### src/hw/rtl/glyph_bitmap_run_rects_core_defines.svh
// Assertion macros for the glyph run rasterizer RTL.
`ifndef GLYPH_BITMAP_RUN_RECTS_CORE_DEFINES_SVH
`define GLYPH_BITMAP_RUN_RECTS_CORE_DEFINES_SVH

`ifndef SYNTH
// Checked while reset is released.
`define GBRR_ASSERT(lbl, clk, rst_n, prop) \
    lbl: assert property (@(posedge clk) disable iff (!rst_n) prop) \
        else $error("gbrr assertion failed");
// Checked at every edge, reset included.
`define GBRR_ASSERT_ALWAYS(lbl, clk, prop) \
    lbl: assert property (@(posedge clk) prop) \
        else $error("gbrr assertion failed");
`else
`define GBRR_ASSERT(lbl, clk, rst_n, prop)
`define GBRR_ASSERT_ALWAYS(lbl, clk, prop)
`endif

`endif

### src/hw/rtl/gbrr_pkg.sv
`timescale 1ns / 1ps

package gbrr_pkg;

    // Pixels carried by one bitmap byte.
    localparam int PixPerByte = 8;
    localparam int SlotIdxW   = $clog2(PixPerByte);

    // Mask of the first (leftmost) pixel of a byte.
    localparam logic [7:0] TopBit = 8'h80;

    // Depth of the queue between the scanner and the rectangle stage.
    localparam int FifoDepth = 4;
    localparam int FifoPtrW  = $clog2(FifoDepth);

    // Register reset values.
    localparam logic [7:0]  ScaleReset = 8'd1;
    localparam logic [15:0] ColorReset = 16'hFFFF;

    // Configuration register indexes.
    typedef enum logic [0:0] {
        CFG_SCALE = 1'b0,
        CFG_COLOR = 1'b1
    } t_cfg_idx;

    // One finished run, in unscaled glyph units.
    typedef struct packed {
        logic [7:0] start_col;
        logic [7:0] run_len;
        logic [7:0] row;
    } t_slot;

    // All runs ended by one bitmap byte, plus the glyph placement.
    typedef struct packed {
        logic [PixPerByte-1:0]  emit_mask;
        t_slot [PixPerByte-1:0] slots;
        logic [15:0]            base_x;
        logic [15:0]            base_y;
        logic [7:0]             off_x;
        logic [7:0]             off_y;
    } t_entry;

endpackage

### src/hw/rtl/gbrr_front.sv
`timescale 1ns / 1ps

module gbrr_front (
    input  logic            i_clk,
    input  logic            i_rst_n,
    input  logic            i_valid,
    output logic            o_ready,
    input  logic            i_glyph_start,
    input  logic [15:0]     i_origin_x,
    input  logic [15:0]     i_origin_y,
    input  logic [7:0]      i_glyph_width,
    input  logic [7:0]      i_glyph_height,
    input  logic [7:0]      i_offset_x,
    input  logic [7:0]      i_offset_y,
    input  logic [7:0]      i_bitmap_byte,
    input  logic [7:0]      i_scale,
    input  logic            i_full,
    output logic            o_push,
    output gbrr_pkg::t_entry o_entry
);
    import gbrr_pkg::*;

    logic        r_active, n_active;
    logic [7:0]  r_column, n_column;
    logic [7:0]  r_row, n_row;
    logic [7:0]  r_run, n_run;
    logic [15:0] r_base_x, n_base_x;
    logic [15:0] r_base_y, n_base_y;
    logic [7:0]  r_width, n_width;
    logic [7:0]  r_height, n_height;
    logic [7:0]  r_off_x, n_off_x;
    logic [7:0]  r_off_y, n_off_y;

    logic        accept;
    t_entry      entry;
    logic        s_active;
    logic [7:0]  s_col;
    logic [7:0]  s_row;
    logic [7:0]  s_run;

    assign o_ready = !i_full;
    assign accept  = i_valid && !i_full;

    // Walk the eight pixels of the byte and record every run that ends.
    always_comb begin
        entry = '0;
        if (i_glyph_start) begin
            n_base_x = i_origin_x;
            n_base_y = i_origin_y;
            n_width  = i_glyph_width;
            n_height = i_glyph_height;
            n_off_x  = i_offset_x;
            n_off_y  = i_offset_y;
            s_active = (i_glyph_width != 8'd0) && (i_glyph_height != 8'd0);
            s_col    = 8'd0;
            s_row    = 8'd0;
            s_run    = 8'd0;
        end else begin
            n_base_x = r_base_x;
            n_base_y = r_base_y;
            n_width  = r_width;
            n_height = r_height;
            n_off_x  = r_off_x;
            n_off_y  = r_off_y;
            s_active = r_active;
            s_col    = r_column;
            s_row    = r_row;
            s_run    = r_run;
        end

        for (int i = 0; i < PixPerByte; i++) begin
            if (s_active) begin
                if ((i_bitmap_byte & (TopBit >> i)) != 8'd0) begin
                    s_run = s_run + 8'd1;
                end else if (s_run != 8'd0) begin
                    // A clear pixel closes the open run.
                    entry.emit_mask[i]       = 1'b1;
                    entry.slots[i].start_col = s_col - s_run;
                    entry.slots[i].run_len   = s_run;
                    entry.slots[i].row       = s_row;
                    s_run                    = 8'd0;
                end
                s_col = s_col + 8'd1;
                if (s_col == n_width) begin
                    // The end of a row closes the open run as well.
                    if (s_run != 8'd0) begin
                        entry.emit_mask[i]       = 1'b1;
                        entry.slots[i].start_col = s_col - s_run;
                        entry.slots[i].run_len   = s_run;
                        entry.slots[i].row       = s_row;
                        s_run                    = 8'd0;
                    end
                    s_col = 8'd0;
                    s_row = s_row + 8'd1;
                    if (s_row == n_height) begin
                        s_active = 1'b0;
                    end
                end
            end
        end

        // A zero scale tracks the pixels but draws nothing.
        if (i_scale == 8'd0) begin
            entry.emit_mask = '0;
        end
        entry.base_x = n_base_x;
        entry.base_y = n_base_y;
        entry.off_x  = n_off_x;
        entry.off_y  = n_off_y;

        n_active = s_active;
        n_column = s_col;
        n_row    = s_row;
        n_run    = s_run;
    end

    assign o_push  = accept && (entry.emit_mask != '0);
    assign o_entry = entry;

    // Scan state advances with every accepted transaction.
    always_ff @(posedge i_clk) begin
        if (!i_rst_n) begin
            r_active <= 1'b0;
            r_column <= 8'd0;
            r_row    <= 8'd0;
            r_run    <= 8'd0;
            r_base_x <= 16'd0;
            r_base_y <= 16'd0;
            r_width  <= 8'd0;
            r_height <= 8'd0;
            r_off_x  <= 8'd0;
            r_off_y  <= 8'd0;
        end else if (accept) begin
            r_active <= n_active;
            r_column <= n_column;
            r_row    <= n_row;
            r_run    <= n_run;
            r_base_x <= n_base_x;
            r_base_y <= n_base_y;
            r_width  <= n_width;
            r_height <= n_height;
            r_off_x  <= n_off_x;
            r_off_y  <= n_off_y;
        end
    end

endmodule

### src/hw/rtl/gbrr_fifo.sv
`timescale 1ns / 1ps

module gbrr_fifo (
    input  logic             i_clk,
    input  logic             i_rst_n,
    input  logic             i_push,
    input  gbrr_pkg::t_entry i_entry,
    input  logic             i_pop,
    output gbrr_pkg::t_entry o_entry,
    output logic             o_full,
    output logic             o_empty
);
    import gbrr_pkg::*;

    t_entry              r_mem [FifoDepth];
    logic [FifoPtrW-1:0] r_wr_ptr;
    logic [FifoPtrW-1:0] r_rd_ptr;
    logic [FifoPtrW:0]   r_count;

    assign o_full  = (r_count == (FifoPtrW+1)'(FifoDepth));
    assign o_empty = (r_count == '0);
    assign o_entry = r_mem[r_rd_ptr];

    // Entry storage.
    always_ff @(posedge i_clk) begin
        if (i_push) begin
            r_mem[r_wr_ptr] <= i_entry;
        end
    end

    // Pointers and fill count.
    always_ff @(posedge i_clk) begin
        if (!i_rst_n) begin
            r_wr_ptr <= '0;
            r_rd_ptr <= '0;
            r_count  <= '0;
        end else begin
            if (i_push) begin
                r_wr_ptr <= r_wr_ptr + FifoPtrW'(1);
            end
            if (i_pop) begin
                r_rd_ptr <= r_rd_ptr + FifoPtrW'(1);
            end
            if (i_push && !i_pop) begin
                r_count <= r_count + (FifoPtrW+1)'(1);
            end else if (!i_push && i_pop) begin
                r_count <= r_count - (FifoPtrW+1)'(1);
            end
        end
    end

endmodule

### src/hw/rtl/gbrr_back.sv
`timescale 1ns / 1ps

module gbrr_back (
    input  logic             i_clk,
    input  logic             i_rst_n,
    input  logic             i_valid,
    input  gbrr_pkg::t_entry i_entry,
    output logic             o_pop,
    input  logic [7:0]       i_scale,
    input  logic [15:0]      i_color,
    output logic             o_valid,
    input  logic             i_ready,
    output logic [15:0]      o_rect_x,
    output logic [15:0]      o_rect_y,
    output logic [15:0]      o_rect_w,
    output logic [7:0]       o_rect_h,
    output logic [15:0]      o_rect_color,
    output logic             o_last
);
    import gbrr_pkg::*;

    t_entry                r_cur;
    logic [PixPerByte-1:0] r_mask, n_mask;

    logic [SlotIdxW-1:0]   sel_idx;
    logic [PixPerByte-1:0] rem_mask;
    t_slot                 sel_slot;
    logic                  take;
    logic                  s1_ready;
    logic                  out_ready;
    logic [15:0]           col_term;
    logic [15:0]           row_term;
    logic [15:0]           mul_x;
    logic [15:0]           mul_y;
    logic [15:0]           mul_w;

    logic                  r_s1_valid;
    logic [15:0]           r_s1_px;
    logic [15:0]           r_s1_py;
    logic [15:0]           r_s1_w;
    logic [15:0]           r_s1_bx;
    logic [15:0]           r_s1_by;
    logic                  r_s1_last;

    logic                  r_out_valid;
    logic [15:0]           r_out_x;
    logic [15:0]           r_out_y;
    logic [15:0]           r_out_w;
    logic [7:0]            r_out_h;
    logic [15:0]           r_out_color;
    logic                  r_out_last;

    // Lowest pending run of the current byte goes first.
    always_comb begin
        sel_idx = '0;
        for (int i = PixPerByte - 1; i >= 0; i--) begin
            if (r_mask[i]) begin
                sel_idx = SlotIdxW'(i);
            end
        end
    end

    assign rem_mask  = r_mask & ~(PixPerByte'(1) << sel_idx);
    assign sel_slot  = r_cur.slots[sel_idx];
    assign out_ready = !r_out_valid || i_ready;
    assign s1_ready  = !r_s1_valid || out_ready;
    assign take      = (r_mask != '0) && s1_ready;
    assign o_pop     = i_valid && ((r_mask == '0) || (take && (rem_mask == '0)));

    always_comb begin
        if (o_pop) begin
            n_mask = i_entry.emit_mask;
        end else if (take) begin
            n_mask = rem_mask;
        end else begin
            n_mask = r_mask;
        end
    end

    // Current byte being drained.
    always_ff @(posedge i_clk) begin
        if (!i_rst_n) begin
            r_mask <= '0;
        end else begin
            r_mask <= n_mask;
        end
    end

    always_ff @(posedge i_clk) begin
        if (o_pop) begin
            r_cur <= i_entry;
        end
    end

    // Scaled offsets, truncated to the 16-bit coordinate space.
    assign col_term = {{8{r_cur.off_x[7]}}, r_cur.off_x} + {8'd0, sel_slot.start_col};
    assign row_term = {{8{r_cur.off_y[7]}}, r_cur.off_y} + {8'd0, sel_slot.row};
    assign mul_x    = col_term * i_scale;
    assign mul_y    = row_term * i_scale;
    assign mul_w    = sel_slot.run_len * i_scale;

    // Product stage.
    always_ff @(posedge i_clk) begin
        if (!i_rst_n) begin
            r_s1_valid <= 1'b0;
        end else if (s1_ready) begin
            r_s1_valid <= take;
        end
    end

    always_ff @(posedge i_clk) begin
        if (take) begin
            r_s1_px   <= mul_x;
            r_s1_py   <= mul_y;
            r_s1_w    <= mul_w;
            r_s1_bx   <= r_cur.base_x;
            r_s1_by   <= r_cur.base_y;
            r_s1_last <= (rem_mask == '0);
        end
    end

    // Output register with the final additions.
    always_ff @(posedge i_clk) begin
        if (!i_rst_n) begin
            r_out_valid <= 1'b0;
        end else if (out_ready) begin
            r_out_valid <= r_s1_valid;
        end
    end

    always_ff @(posedge i_clk) begin
        if (out_ready && r_s1_valid) begin
            r_out_x     <= r_s1_bx + r_s1_px;
            r_out_y     <= r_s1_by + r_s1_py;
            r_out_w     <= r_s1_w;
            r_out_h     <= i_scale;
            r_out_color <= i_color;
            r_out_last  <= r_s1_last;
        end
    end

    assign o_valid      = r_out_valid;
    assign o_rect_x     = r_out_x;
    assign o_rect_y     = r_out_y;
    assign o_rect_w     = r_out_w;
    assign o_rect_h     = r_out_h;
    assign o_rect_color = r_out_color;
    assign o_last       = r_out_last;

endmodule

### src/hw/rtl/glyph_bitmap_run_rects_core.sv
// A run passes the queue, the byte register, the product stage and the output register.
// Throughput: one byte per cycle while the 4-entry queue has room; rectangles leave
// one per cycle while the receiver is ready, each byte's runs before the next byte's.
// Bytes that end no run pass the scanner and never enter the queue.
// Reset (synchronous, active low) clears the glyph scan state, the queue and the
// output stage, and sets scale to 1 and draw color to 0xFFFF.
`timescale 1ns / 1ps
`include "glyph_bitmap_run_rects_core_defines.svh"

module glyph_bitmap_run_rects_core (
    input  logic        i_clk,
    input  logic        i_rst_n,
    // Bitmap byte input.
    input  logic        s_axis_tvalid,
    output logic        s_axis_tready,
    // [15:0] origin_x, [31:16] origin_y, [39:32] glyph_width, [47:40] glyph_height,
    // [55:48] offset_x, [63:56] offset_y, [71:64] bitmap_byte
    input  logic [71:0] s_axis_tdata,
    // [0] glyph_start
    input  logic        s_axis_tuser,
    // Rectangle output.
    output logic        m_axis_tvalid,
    input  logic        m_axis_tready,
    // [15:0] rect_x, [31:16] rect_y, [47:32] rect_w, [55:48] rect_h, [71:56] rect_color
    output logic [71:0] m_axis_tdata,
    // last_rect
    output logic        m_axis_tlast,
    // Configuration writes.
    input  logic        i_cfg_we,
    input  logic [0:0]  i_cfg_idx,
    input  logic [15:0] i_cfg_wdata
);
    import gbrr_pkg::*;

    logic [7:0]  r_scale;
    logic [15:0] r_color;

    logic        fifo_push;
    logic        fifo_pop;
    logic        fifo_full;
    logic        fifo_empty;
    t_entry      push_entry;
    t_entry      head_entry;

    logic [15:0] rect_x;
    logic [15:0] rect_y;
    logic [15:0] rect_w;
    logic [7:0]  rect_h;
    logic [15:0] rect_color;

    // Configuration registers.
    always_ff @(posedge i_clk) begin
        if (!i_rst_n) begin
            r_scale <= ScaleReset;
            r_color <= ColorReset;
        end else if (i_cfg_we) begin
            case (t_cfg_idx'(i_cfg_idx))
                CFG_SCALE: r_scale <= i_cfg_wdata[7:0];
                CFG_COLOR: r_color <= i_cfg_wdata;
                default: ;
            endcase
        end
    end

    // Pixel scanner.
    gbrr_front u_front (
        .i_clk          (i_clk),
        .i_rst_n        (i_rst_n),
        .i_valid        (s_axis_tvalid),
        .o_ready        (s_axis_tready),
        .i_glyph_start  (s_axis_tuser),
        .i_origin_x     (s_axis_tdata[15:0]),
        .i_origin_y     (s_axis_tdata[31:16]),
        .i_glyph_width  (s_axis_tdata[39:32]),
        .i_glyph_height (s_axis_tdata[47:40]),
        .i_offset_x     (s_axis_tdata[55:48]),
        .i_offset_y     (s_axis_tdata[63:56]),
        .i_bitmap_byte  (s_axis_tdata[71:64]),
        .i_scale        (r_scale),
        .i_full         (fifo_full),
        .o_push         (fifo_push),
        .o_entry        (push_entry)
    );

    // Queue of bytes with finished runs.
    gbrr_fifo u_fifo (
        .i_clk   (i_clk),
        .i_rst_n (i_rst_n),
        .i_push  (fifo_push),
        .i_entry (push_entry),
        .i_pop   (fifo_pop),
        .o_entry (head_entry),
        .o_full  (fifo_full),
        .o_empty (fifo_empty)
    );

    // Rectangle generator.
    gbrr_back u_back (
        .i_clk        (i_clk),
        .i_rst_n      (i_rst_n),
        .i_valid      (!fifo_empty),
        .i_entry      (head_entry),
        .o_pop        (fifo_pop),
        .i_scale      (r_scale),
        .i_color      (r_color),
        .o_valid      (m_axis_tvalid),
        .i_ready      (m_axis_tready),
        .o_rect_x     (rect_x),
        .o_rect_y     (rect_y),
        .o_rect_w     (rect_w),
        .o_rect_h     (rect_h),
        .o_rect_color (rect_color),
        .o_last       (m_axis_tlast)
    );

    assign m_axis_tdata = {rect_color, rect_h, rect_w, rect_y, rect_x};

    // The scanner never writes a full queue.
    `GBRR_ASSERT(a_no_overflow, i_clk, i_rst_n, fifo_push |-> !fifo_full)
    // The rectangle stage never reads an empty queue.
    `GBRR_ASSERT(a_no_underflow, i_clk, i_rst_n, fifo_pop |-> !fifo_empty)
    // No rectangle is offered in the cycle after reset.
    `GBRR_ASSERT_ALWAYS(a_reset_quiet, i_clk, !i_rst_n |=> !m_axis_tvalid)

endmodule

### config.mk
export PLATFORM = sky130hd
export DESIGN_NAME = glyph_bitmap_run_rects_core
export DESIGN_NICKNAME = d
export VERILOG_FILES = /design/src/hw/rtl/gbrr_pkg.sv /design/src/hw/rtl/gbrr_front.sv /design/src/hw/rtl/gbrr_fifo.sv /design/src/hw/rtl/gbrr_back.sv /design/src/hw/rtl/glyph_bitmap_run_rects_core.sv
export VERILOG_INCLUDE_DIRS = /design/src /design/src/hw/rtl
export SDC_FILE = /design/constraint.sdc
export NUM_CORES = 2
export LEC_CHECK = 0
export BUFFER_PORTS_ARGS = -buffer_cell sky130_fd_sc_hd__buf_2
export CORE_AREA = 3 3 445 535
export DETAILED_ROUTE_END_ITERATION = 6
export DIE_AREA = 0 0 448 538
export PLACE_DENSITY_LB_ADDON = 0.25
export SLEW_MARGIN = 20
export SYNTH_ARGS = -nofsm -noshare
export SYNTH_HDL_FRONTEND = slang
export SYNTH_SLANG_ARGS = --single-unit
### constraint.sdc
create_clock -name i_clk -period 52.3 [get_ports i_clk]
set_input_delay 10.46 -clock i_clk [delete_from_list [all_inputs] [get_ports i_clk]]
set_output_delay 10.46 -clock i_clk [all_outputs]
set_load 0.01 [all_outputs]
# Word level (Yosys, flattened, before mapping)
# Memory sizes are Yosys's and may differ from the RTL's. A register that Yosys moved wholly into a read port is not among the register bits.
# Index checks and enable logic that the tools add are counted.
# totals
reg_bits	524
latchBits	0
mem_bits_rw	992
mem_bits_ro	0
in_bits	95
mem_count	1
# memory_table
memory	words	word_bits	rd	rd_clocked_by_memory_dff	write_ports	line_no	rtl
u_fifo.r_mem	4	248	1	1	1	gbrr_fifo.sv:15	t_entry r_mem [FifoDepth];
# classes
addsub	48
multipliers	3
div	0
magnitude_cmp	1
n_eq_ne	17
shifts	1
muxes	213
bitwise_logic	3
n_reduce_logical	46
# ops
op	n
$mux W24	41
$mux W8	90
$add A8 B1 Y8 const B	24
$reduce_bool A8 Y1	20
$eq A8 B8 Y1	16
$sub A8 B8 Y8	16
$bmux W24 S3	1
$mux W1	67
$add A16 B16 Y16	2
$mul A16 B8 Y16	2
$mux W16	2
$mux W3	10
$logic_not A8 Y1	3
$add A8 B9 Y10	2
$mul A8 B8 Y16	1
$logic_and A1 B1 Y1	9
$and A8 B8 Y8	1
$not A8 Y8	1
$shl A1 B3 Y8 const A	1
$logic_not A1 Y1	6
$add A2 B1 Y2 const B	2
$lt A3 B4 Y1 const B	1
$mux W2	2
$reduce_and A2 Y1	2
7 further kinds	10

# Longest topological paths before layout
# logic_depth
ltp_word	72
ltp_mapped	107
depth_no_buf	89

# Cells and area by module
# From an unflattened synthesis, not the netlist that was laid out.
# hier_totals
cells_unflattened	6655
area_unflattened_um2	83993.1
# modules_own_cells
mod	n_inst	cells_each	area_each_um2
gbrr_fifo	1	1339	36455.0
gbrr_back	1	1780	23457.5
gbrr_front	1	3427	23055.9
glyph_bitmap_run_rects_core	1	109	1024.7

# Least setup slack after synthesis
# No wires, ideal clock.
# synth_path
path_kind	input-to-reg
start	in s_axis_tuser
end	mem u_fifo.r_mem[0][0] (netlist bit), enable pin
setup_time_ns	0.640
arrival_ns	35.436
required_ns	51.660
setup_slack_ns	16.224
cell_stages	96
path_buffers	21
cell_sequence	buf_6 > buf_6 > buf_4 > buf_4 > clkbuf_1 > buf_2 > buf_1 > buf_2 > buf_2 > clkbuf_1 > nor2b_1 > ha_1 > buf_2 > nand3_1 > nand2_1 > and3_1 > or4_1 > buf_2 > (+60 left out) > clkbuf_1 > nand3b_1 > xnor2_1 > or4b_1 > o211ai_2 > and4_1 > buf_4 > o21ai_1 > ha_1 > inv_1 > xnor3_1 > nor4b_1 > o2111ai_1 > nor2_2 > o31a_1 > o31a_1 > buf_4 > and2_1
# synth_via
elab_chain_cells	70
elab_cells_between_ends	197
cone_classes	23 x add/sub; 15 x eq/ne; 141 x mux; 18 x reduce/logical
# synth_lines
element	line_no	rtl
start: declaration	glyph_bitmap_run_rects_core.sv:20	input logic s_axis_tuser,
parallel branches: the longest is 65 deep, another holds $add A8 B1 Y8	-	
$mux W8 (*)	gbrr_front.sv:103	if (i_scale == 8'd0) begin
$reduce_bool A8 Y1 (*)	gbrr_front.sv:117	assign o_push = accept && (entry.emit_mask != '0);
$logic_and A1 B1 Y1 (*)	gbrr_front.sv:117	
net fifo_push	glyph_bitmap_run_rects_core.sv:38	logic fifo_push;
$mux W1 (*)	gbrr_fifo.sv:26	if (i_push) begin
$mux W1 (not written as such) (*)	gbrr_fifo.sv:27	r_mem[r_wr_ptr] <= i_entry;
end: declaration	gbrr_fifo.sv:15	
# Mark *: on every way through the listed nets, which the timed path passes. The select of a mux whose other input is x is not followed.

# Final worst setup path
# layout_path
start	in s_axis_tuser
end	mem u_fifo.r_mem[1][227] (netlist bit), enable pin
# layout_via
elab_chain_cells	70
elab_cells_between_ends	197
cone_classes	23 x add/sub; 15 x eq/ne; 141 x mux; 18 x reduce/logical
# layout_lines
element	line_no
parallel branches: the longest is 65 deep, another holds $add A8 B1 Y8	-
$mux W8 (*)	gbrr_front.sv:103
$reduce_bool A8 Y1 (*)	gbrr_front.sv:117
$logic_and A1 B1 Y1 (*)	gbrr_front.sv:117
$mux W1 (*)	gbrr_fifo.sv:26
$mux W1 (not written as such) (*)	gbrr_fifo.sv:27
# Every way passes the cells marked *. The select of a mux whose other input is x is not followed.

==> run summary <==
The HPWL after detailed placement is 207 mm. The ratio of final minimum period to clock period is 0.689. The slowest cell on the critical path is and4_1.

The most numerous cell type found on the critical path is ha_1. The category of cells accounting for the largest share of critical-path delay was simple AND/OR/NAND/NOR gates. The completed layout was analyzed and its total power is 6.44 mW. Number of cells on the worst reg-to-reg path: 81. Worst min-delay path class: register to register.

The count of placed standard cells in the final layout, fillers left out is 9671, and the biggest fanout along the worst timing path is 60. The first-pass GRT wire length is 395 mm. The run gives 0.0000897 V as the largest voltage drop on the vdd net. The overall die height is 538 um. The number of pins exceeding their max-slew limit in the final report was 0; the number of antenna violations at the first check in global routing was 26. Minimum setup slack after placement: 15.89 ns. The tools report the number of primary I/O pins as 170. Summed over all failing endpoints, the final setup total negative slack is 0 ns. The initial core utilization is 0.350. Sequential cell area fraction in the yosys report: 0.543. The ratio of routed vias to standard cells came out at 5.57. Setup repair after global routing left no endpoint under its margin. Clock latency at the later pin of the worst-skew pair: 0.84 ns. In this run, synthesis produced a sequential element count of 1518. The clock-pin slew on the worst setup and hold paths is 0.06 ns.

The number of buffer and inverter instances along the worst setup path was 7. For the pin count of the biggest net entering global routing, the log shows 156. The quantity of I/O buffers inserted on ports is 169.

The cell sitting at the root of the clock tree is a clkbuf_16. For this block, the routed nets add up to 279 mm of wire. In this run the remaining antenna-violating nets after routing total 0.

For this run, the leading register cell type out of synthesis is edfxtp_1. The final critical delay including setup and external delays works out to 36.06 ns. The H-tree depth reported by CTS is 4, and the power per unit of standard cell area is 70.2 nW/um^2. The run finished with clean final reports. The worst hold path cell count is 0. The clock skew came out at 0.0988 ns. The global-route track usage on met2 was 0.379. Measured along the x axis, the die boundary spans 448 um.

The run gives 0 as the count of yosys warnings during synthesis. The number of buffers created by CTS was 161. The synthesized design contains 1386 enable-type register cells.

The run gives 0.0315 as the met3 usage in global routing. Global-route layer with the greatest usage: met2. The run gives 4905 as the DRC marker count from the first detailed-route iteration. After the last flow step, the layout net total stands at 7018.

Across all hold checks on the routed design, the worst slack comes to 0.415 ns. CTS saw 1518 sinks. For this design, the CTS-stage hold fixing added 0 buffers.

For this run, the slowest stage of the critical path takes 0.87 ns. STA puts the critical path data arrival time at 36.45 ns. The max-capacitance violation count was 0. The core region is 233000 um^2. For the pin with the worst max-slew slack, the measured transition is 1.24 ns. The run gives 6271 as the post-synthesis instance total. The critical path startpoint category was an input port. TritonCTS built the clock tree. The clock tree buffer depth came out at 4. The final route contains 53912 vias. For this run, design rule violations remaining after detail routing come to 0. Share of layout cells above drive strength 1: 0.167. Number of nets produced by synthesis: 6794. In the final routed layout, each cell accounts on average for 28.9 um.

The tools report the count of distinct cell types in the synthesized netlist as 128. A synthesized cell averages 13.0 um^2. The via count of the first global-routing pass was 53522; the number of cells upsized or downsized after cts was 0.

The largest family of logic cells by synthesized area is multiplexers. The tightest slew margin relative to the limit was 0.170. The worst setup path is of the input port to register kind. Routability-driven placement finished with a final weighted congestion of 0.991. In this run the core area contains 194 standard-cell rows.

The share of the core filled with cells in the final layout was 0.394; the cell count along the critical path was 81. Global routing finished with a remaining overflow of 0. For the number of endpoints with negative hold slack in the final report, the log shows 0.

The cell area after placement is 86600 um^2, and the area share of and/or/nand/nor cells after synthesis is 0.0954. STA puts the critical path data required time at 52.69 ns. For this run, the top clock speed supported by timing is 27.7 MHz.

The share of the synthesized netlist area taken by xor and xnor gates was 0.0554. For this design the static power due to leakage is 32.0 nW. After filler insertion, the fill cell instance count of the layout stands at 21763. The total global-route track usage was 0.228; the fraction of the mapped netlist area in compound gates was 0.0907. Once routing completed, OpenROAD measured the worst setup slack at 16.24 ns. The die covers 241000 um^2.

After detailed placement, the design holds a cell count of 9370. The adder-cell share of the synthesized area came out at 0.0831. The number of detailed-route iterations in the first pass is 6, and the area growth from synthesis to final layout is 12.5%. Setup violations remaining at the end of the flow were counted as 0. Fraction of synthesized area in multiplexers: 0.102. The synthesized cell area is 81600 um^2. The number of setup buffers added after CTS is 0. Endpoint class of the critical path: a register. The met1 layer usage reported by global route was 0.289; the post-route standard cell area excluding fillers was 91800 um^2. Async set-or-reset flop fraction in the synthesized netlist: 0.
[final timing paths]
| path | start | slack (ns) | endpoint |
|---|---|---|---|
| worst min-delay path | u_back.r_s1_w[10]$_DFFE_PP_ | 0.42 | u_back.o_rect_w[10]$_DFFE_PP_ |
| worst max-delay path | s_axis_tuser | 16.24 | u_fifo.r_mem[1][227]$_DFFE_PP_ |
| worst min register to register | u_back.r_s1_w[10]$_DFFE_PP_ | 0.42 | u_back.o_rect_w[10]$_DFFE_PP_ |
| worst max register to register | u_front.r_column[0]$_SDFFE_PN0P_ | 25.57 | u_fifo.r_mem[1][227]$_DFFE_PP_ |
[Yosys cell counts (10+ instances only)]
cell	count	area, um^2
clkbuf_1	194	728
a211oi_1	41	308
nand4_1	40	250
and3_1	27	169
nor2_1	428	1610
maj3_1	12	120
buf_4	11	82.6
a22oi_1	74	556
nor3_1	83	415
nand3_1	119	596
inv_1	344	1290
a21oi_1	333	1670
xnor2_1	321	2810
ha_1	254	3180
o21a_1	23	173
nand2b_1	44	275
mux2i_1	51	510
nor4_1	31	194
or4_1	11	82.6
edfxtp_1	1386	41600
mux2_2	90	1010
o211ai_1	12	90.1
o31ai_1	21	158
and4_1	14	123
buf_1	52	195
xor2_1	158	1380
o21ai_1	28	140
buf_2	30	150
or3_1	23	144
nand2_1	533	2000
o31a_1	13	114
mux4_2	296	6670
o21ai_0	176	881
a21o_1	104	781
a31oi_1	53	332
o21bai_1	46	345
o22ai_1	27	169
nand3b_1	10	75.1
a21boi_0	15	113
fa_1	174	3480
dfxtp_1	132	2640
and2_1	129	807
nor2b_1	59	369
a311oi_1	10	87.6
or2_2	12	75.1
[cell usage in the layout, fill, tap and decap left out, types with 20 or more instances in the layout]
master / Yosys / layout
nand2_1: 533 / 532
buf_2: 30 / 168
edfxtp_1: 1386 / 1386
buf_4: 11 / 176
o21bai_1: 46 / 46
nand2b_1: 44 / 44
clkbuf_1: 194 / 37
nor4_1: 31 / 30
a31oi_1: 53 / 53
a22oi_1: 74 / 74
mux4_2: 296 / 296
nand3_1: 119 / 119
xnor2_1: 321 / 320
o21a_1: 23 / 23
a21oi_1: 333 / 331
o22ai_1: 27 / 27
a21o_1: 104 / 104
nor2_1: 428 / 420
clkbuf_16: 0 / 165
nor2b_1: 59 / 58
o31ai_1: 21 / 20
inv_1: 344 / 344
nor3_1: 83 / 81
nand4_1: 40 / 40
fa_1: 174 / 174
ha_1: 254 / 254
dfxtp_1: 132 / 130
mux2i_1: 51 / 51
or3_1: 23 / 23
clkinv_2: 0 / 24
mux2_2: 90 / 90
and3_1: 27 / 27
and2_1: 129 / 123
o21ai_1: 28 / 29
o21ai_0: 176 / 172
xor2_1: 158 / 158
a211oi_1: 41 / 41
[per-layer routing]
metal	wire (um)	up-vias
met4	16500	8
met2	133000	1978
li1	-	23797
met3	15800	498
met1	114000	27631
met5	45	-
[sequential cells by signal (all words and copies together) (netlist names), 16 cells and up, named ones only]
register and flops:
u_back.o_rect_w 16, u_back.r_s1_by 16, u_back.o_rect_color 16, u_front.r_base_x 16
u_back.r_s1_bx 16, u_back.r_cur 240, u_back.o_rect_x 16, u_back.o_rect_y 16
u_front.r_base_y 16, u_back.r_s1_py 16, u_back.r_s1_w 16, r_color 16
u_fifo.r_mem 992, u_back.r_s1_px 16
[where the power goes]
group / internal (mW) / switching, mW / leakage (nW)
clock network: 0.645 / 0.472 / 2.49
registers: 1.79 / 0.101 / 14.2
logic: 1.28 / 2.15 / 15.3
[logic make-up (layout without fill, tap and decap cells)]
kind of cell / Yosys count / after routing
and+or+nand+nor: 1620 / 1620
other: 0 / 17
xor gates and xnor gates: 495 / 495
buffers and inverters: 639 / 984
muxes: 446 / 446
adders and majority gates: 440 / 440
DFF: 1518 / 1518
AOI/OAI and AO/OA: 1113 / 1113
[area by class of cell]
cell class / count / area (um^2) / share of cell area
tap: 3038 / 3800 / 0.0414
timing repair buffer: 350 / 2260 / 0.0247
clock inverter: 75 / 722 / 0.00787
inverter: 350 / 1320 / 0.0143
sequential: 1518 / 44300 / 0.482
antenna: 17 / 42.5 / 0.000464
clock buffer: 209 / 4360 / 0.0476
multi-input combinational: 4114 / 35000 / 0.381
Power figures use the tool's default switching activity.
